### src/rtl/ffea_pkg.sv
`timescale 1ns / 1ps
package ffea_pkg;
  localparam int unsigned MaxExtentsDefault  = 64;
  localparam int unsigned AddressBitsDefault = 48;
  // Wide enough for any supported address width.
  localparam int unsigned CtlBits = 64;
  localparam int unsigned CountBits = 7;

  localparam logic [1:0] OpFree     = 2'd0;
  localparam logic [1:0] OpAlloc    = 2'd1;
  localparam logic [1:0] OpCoalesce = 2'd2;
  localparam logic [1:0] OpUnused   = 2'd3;

  // Per-cycle command broadcast to every cell.
  typedef enum logic [2:0] {
    CmdHold,
    CmdLoad,
    CmdAlloc,
    CmdRemove,
    CmdSortStep,
    CmdMergeStep
  } cmd_e;

  typedef struct packed {
    cmd_e               cmd;
    logic               phase;
    logic [CtlBits-1:0] key;
    logic [CtlBits-1:0] len;
  } ctl_t;
endpackage

### src/rtl/ffea_cell.sv
`timescale 1ns / 1ps
// One table slot. Talks to left and right neighbors only.
module ffea_cell #(
  parameter int unsigned AW = ffea_pkg::AddressBitsDefault,
  parameter int unsigned IDX = 0
) (
  input  logic          clk_i,
  input  logic          rst_ni,
  input  ffea_pkg::ctl_t ctl_i,
  input  logic          live_i,       // slot index < used count
  input  logic          tail_i,       // slot index == used count (load target)
  input  logic          sel_i,        // alloc: this slot chosen
  input  logic          rm_i,         // remove: slot at or after removed point
  input  logic [AW-1:0] r_start_i,
  input  logic [AW-1:0] r_len_i,
  input  logic          r_live_i,
  input  logic [AW-1:0] l_start_i,
  input  logic [AW-1:0] l_len_i,
  input  logic          l_swap_i,     // left neighbor pair swaps with us
  input  logic          swap_i,       // we swap with right neighbor
  input  logic          merge_i,      // we absorb right neighbor
  input  logic [AW-1:0] mlen_i,
  output logic [AW-1:0] start_o,
  output logic [AW-1:0] len_o,
  output logic          fit_o
);
  logic [AW-1:0] start_q, start_d, len_q, len_d;
  logic [AW-1:0] key, req;

  assign key = ctl_i.key[AW-1:0];
  assign req = ctl_i.len[AW-1:0];
  assign start_o = start_q;
  assign len_o = len_q;
  assign fit_o = live_i && (len_q >= req);

  always_comb begin
    start_d = start_q;
    len_d = len_q;
    case (ctl_i.cmd)
      ffea_pkg::CmdLoad: begin
        if (tail_i) begin
          start_d = key;
          len_d = req;
        end
      end
      ffea_pkg::CmdAlloc: begin
        if (sel_i) begin
          start_d = start_q + req;
          len_d = len_q - req;
        end
      end
      ffea_pkg::CmdRemove: begin
        if (rm_i && r_live_i) begin
          start_d = r_start_i;
          len_d = r_len_i;
        end
      end
      ffea_pkg::CmdSortStep: begin
        if (swap_i) begin
          start_d = r_start_i;
          len_d = r_len_i;
        end else if (l_swap_i) begin
          start_d = l_start_i;
          len_d = l_len_i;
        end
      end
      ffea_pkg::CmdMergeStep: begin
        if (merge_i) len_d = mlen_i;
      end
      default: ;
    endcase
  end

  always_ff @(posedge clk_i) begin
    start_q <= start_d;
    len_q <= len_d;
  end

  logic unused;
  assign unused = ^{rst_ni, IDX[0], ctl_i.phase};
endmodule
### config.mk
export PLATFORM = sky130hd
export DESIGN_NAME = ffea_cell
export DESIGN_NICKNAME = d
export VERILOG_FILES = /design/src/rtl/ffea_pkg.sv /design/src/rtl/ffea_cell.sv
export SDC_FILE = /design/constraint.sdc
export NUM_CORES = 1
export LEC_CHECK = 0
export BUFFER_PORTS_ARGS = -buffer_cell sky130_fd_sc_hd__buf_2
export CAP_MARGIN = 20
export CORE_AREA = 2 2 187 189
export DETAILED_ROUTE_END_ITERATION = 10
export DIE_AREA = 0 0 189 191
export PLACE_DENSITY = 0.63
export SLEW_MARGIN = 5
export SYNTH_ARGS = -nofsm -noshare
export SYNTH_HDL_FRONTEND = slang
export SYNTH_SLANG_ARGS = --single-unit
### constraint.sdc
create_clock -name clk_i -period 5.2 [get_ports clk_i]
set_input_delay 0.78 -clock clk_i [delete_from_list [all_inputs] [get_ports clk_i]]
set_output_delay 0.78 -clock clk_i [all_outputs]
set_load 0.01 [all_outputs]
==> flow_summary.ini <==
[run_status]
status = completed

[floorplanning]
core-area_um2 = 34120
dieArea_um2 = 36100
dieHeight_um = 191
die_x_um = 189
initial_utilization_pct = 33.12
top_level_ports = 479
num_rows = 68

[clock_network]
cts_made_buffers = 9
cts_sinks = 96
clk_pin_slew_ns = 0.07
worstSkewPairLatency_ns = 0.38
h-tree-depth = 3
root_buffer = clkbuf_16
post_cts_resized = 0
cts_hold_buffers = 0
cts_tree = built
cts_setup_buffers = 0
clk_path_buf_depth = 2

[worst_setup_path]
reg2reg_slack_ns = 1.50
r2r.worst_path.cells = 14
cp.arrival_ns = 4.03
critPathMaxStageDelay_ns = 0.63
crit_fanout = 8
crit_required_ns = 4.42
reg2reg_to = len_o[46]
endpoint_kind = output port
rr_startpoint = len_o[0]
startpoint = ctl_i[21]
cp_slowest_cell = o41ai_1
cp_num_buf_inv = 3
crit_path_start_kind = input port
crit_path_cell_trace = buf_2, inv_1, ha_1, nand2_1, nor2_1, nand2_1, or3_4, o41ai_1, a21boi_0, o31ai_1, a311oi_1, o21ai_0, o211a_1, buf_2
path_delay_family = compound AO/OA/AOI/OAI gates
path_class = in -> out

[layout]
multiInputGateArea_um2 = 7810
instances_no_fill = 2237
regArea_um2 = 2883
drive_gt1_share_pct = 29.08
fill_cells = 3477
areaGrowthSynthToFinish_pct = 25.94
final_cell_mix = buf_2 (444), a21oi_1 (192), nand2_1 (120)
final_common_cell = buf_2
num-nets-final = 2252

[drt]
first_iter_violations = 1292
vias_per_cell = 5.854
wl_per_cell_um = 22.72
ant_nets = 0
wirelength_um = 50830
drt_pre_antenna_iters = 9
route.detailed.drc = 0
vias = 13100

[worst_hold_path]
hold_end = start_o[47]
hold_class = in -> reg
hp-start = r_start_i[47]
hold_depth = 3

[global_routing]
grt.busiest_layer = met2
overflow = 0
met1_usage_pct = 36.84
grt_util_met2_pct = 43.56
met3_usage_pct = 4.186
grt_first_pass_wirelength_um = 73330
grt_pass1_vias = 12300
grt_start_max_net_pins = 66
track_usage_pct = 26.84
grt_antenna_before_repair = 4

[pwr]
p_int_mw = 2.028
power_leakage_nw = 6.442
ir_drop_mv = 0.1554
switching_power_mw = 1.448
p_seq_share_pct = 29.5
p_per_area_nw_per_um2 = 244.3
clkPwrFrac_pct = 20.3
p_sw_share_pct = 41.66
power_frac_comb_pct = 50.2

[timing]
rsz0062_at_grt = false
report.final.slew_viol_count = 0
fmax_mhz = 208.0
period_needed_ns = 4.809
period_share_pct = 92.47
finalHoldViolCount = 0
finalSetupTns_ns = 0
holdWs_ns = 0.6870
setup_viol = 0
finClkSkew_ns = 0.01498
maxSlewHeadroom_pct = 39.87
worstMarginPinSlew_ns = 0.9019

[synth]
syn-num-nets = 1872
synthCells = 1393
synth_enable_flop_cells = 96
yosysSeqAreaShare_pct = 25.51
ys_seq_elements = 96
yosysTopAreaCell = edfxtp_1
ys_warn_count = 0
synth_area_um2 = 11300
synth_flop_cell = edfxtp_1
post_synth.cell_area_avg_um2 = 8.111
synth.area.top_cells = edfxtp_1 (26%), ha_1 (11%), a21oi_1 (8.5%)
synth_cell_type_count = 86
synth_top_area_share_pct = 25.51
synthArstFlopShare_pct = 0

[placement]
port_buffers = 444
dp.cells = 2217
gp_congestion = 0.9628
dp_hpwl_um = 40720

[job]
maxCapViolations = 0
## cells in the mapped netlist, types with 6 or more instances
master      n
a222oi_1   29
buf_2      13
ha_1       95
a221o_1    34
edfxtp_1   96
nand2_1   121
a21oi_1   193
mux2i_1    20
o211ai_1    6
xor2_1     39
xnor2_1    38
o21a_1     13
nand4_1    29
nor2b_1    10
nor2_1    108
nand2b_1    7
o21bai_1   21
o31ai_1    12
clkbuf_1   75
and3_1      9
a221oi_1   40
o21ai_0    71
inv_1      75
o22ai_1    19
a21o_1     47
nand3_1    26
a211oi_1   13
nor3_1     13
a31oi_1    14
## worst min-delay path, cell delays in order
cell and delay, ns:
buf_2 0.07, nand2_1 0.04, nand3_1 0.05
## flip-flops by register name, indices dropped and copies added (netlist names)
| register | flops |
|---|---|
| start_o | 48 |
| len_o | 48 |
## final cells by class
cell class              instances  area share, %
diodes                          4        0.07035
clock buffers                  10          1.609
clock inverters                 6         0.3517
inverters                      76          2.005
multi-input cells            1125          54.89
flip-flops and latches         96          20.26
well taps                     455          4.001
repair buffers                465          16.81
## per-stage QoR
step | cell area, um2 | setup WS (ns) | power (mW) | utilization, %
floorplan | 11300 | 0.8293 | 2.151 | -
global placement | 13940 | 0.6096 | 2.744 | 40.86
detailed placement | 13940 | 0.5715 | 2.755 | 40.86
CTS | 14220 | 0.5339 | 3.462 | 41.68
global route | 14230 | 0.2601 | 3.676 | 41.70
finish | 14230 | 0.3913 | 3.475 | 41.70
## worst max path at each step
stage	slack, ns	end	cells after the start
CTS	0.53	fit_o	14
global route	0.26	fit_o	14
detailed placement	0.57	fit_o	14
floorplan	0.83	start_o[0]	5
global placement	0.61	fit_o	14
finish	0.39	fit_o	14
## power groups by stage
stage | clock network [mW] | registers [mW] | logic [mW]
2_1_floorplan | 0 | 1.07 | 1.08
3_3_place_gp | 0 | 1.04 | 1.71
3_5_place_dp | 0 | 1.04 | 1.71
4_1_cts | 0.714 | 1.02 | 1.72
5_1_grt | 0.738 | 1.03 | 1.90
6_report | 0.705 | 1.02 | 1.75
## routing by layer
metal | part of all wire [%] | vias to the layer above
met5 | 0 | -
met4 | 2.1 | 0
met3 | 8.2 | 66
met2 | 46 | 654
met1 | 44 | 6238
li1 | - | 6137
## kinds of logic after synthesis
kind of cell	count (synthesis)	synth area share, %
buf+inv	172	5.914
xor+xnor	77	5.969
simple gates	351	14.25
flops	96	25.51
compound gates	580	35.70
fa+ha+maj	97	10.87
mux	20	1.772
Note: power is estimated with default switching activity, not from simulation.
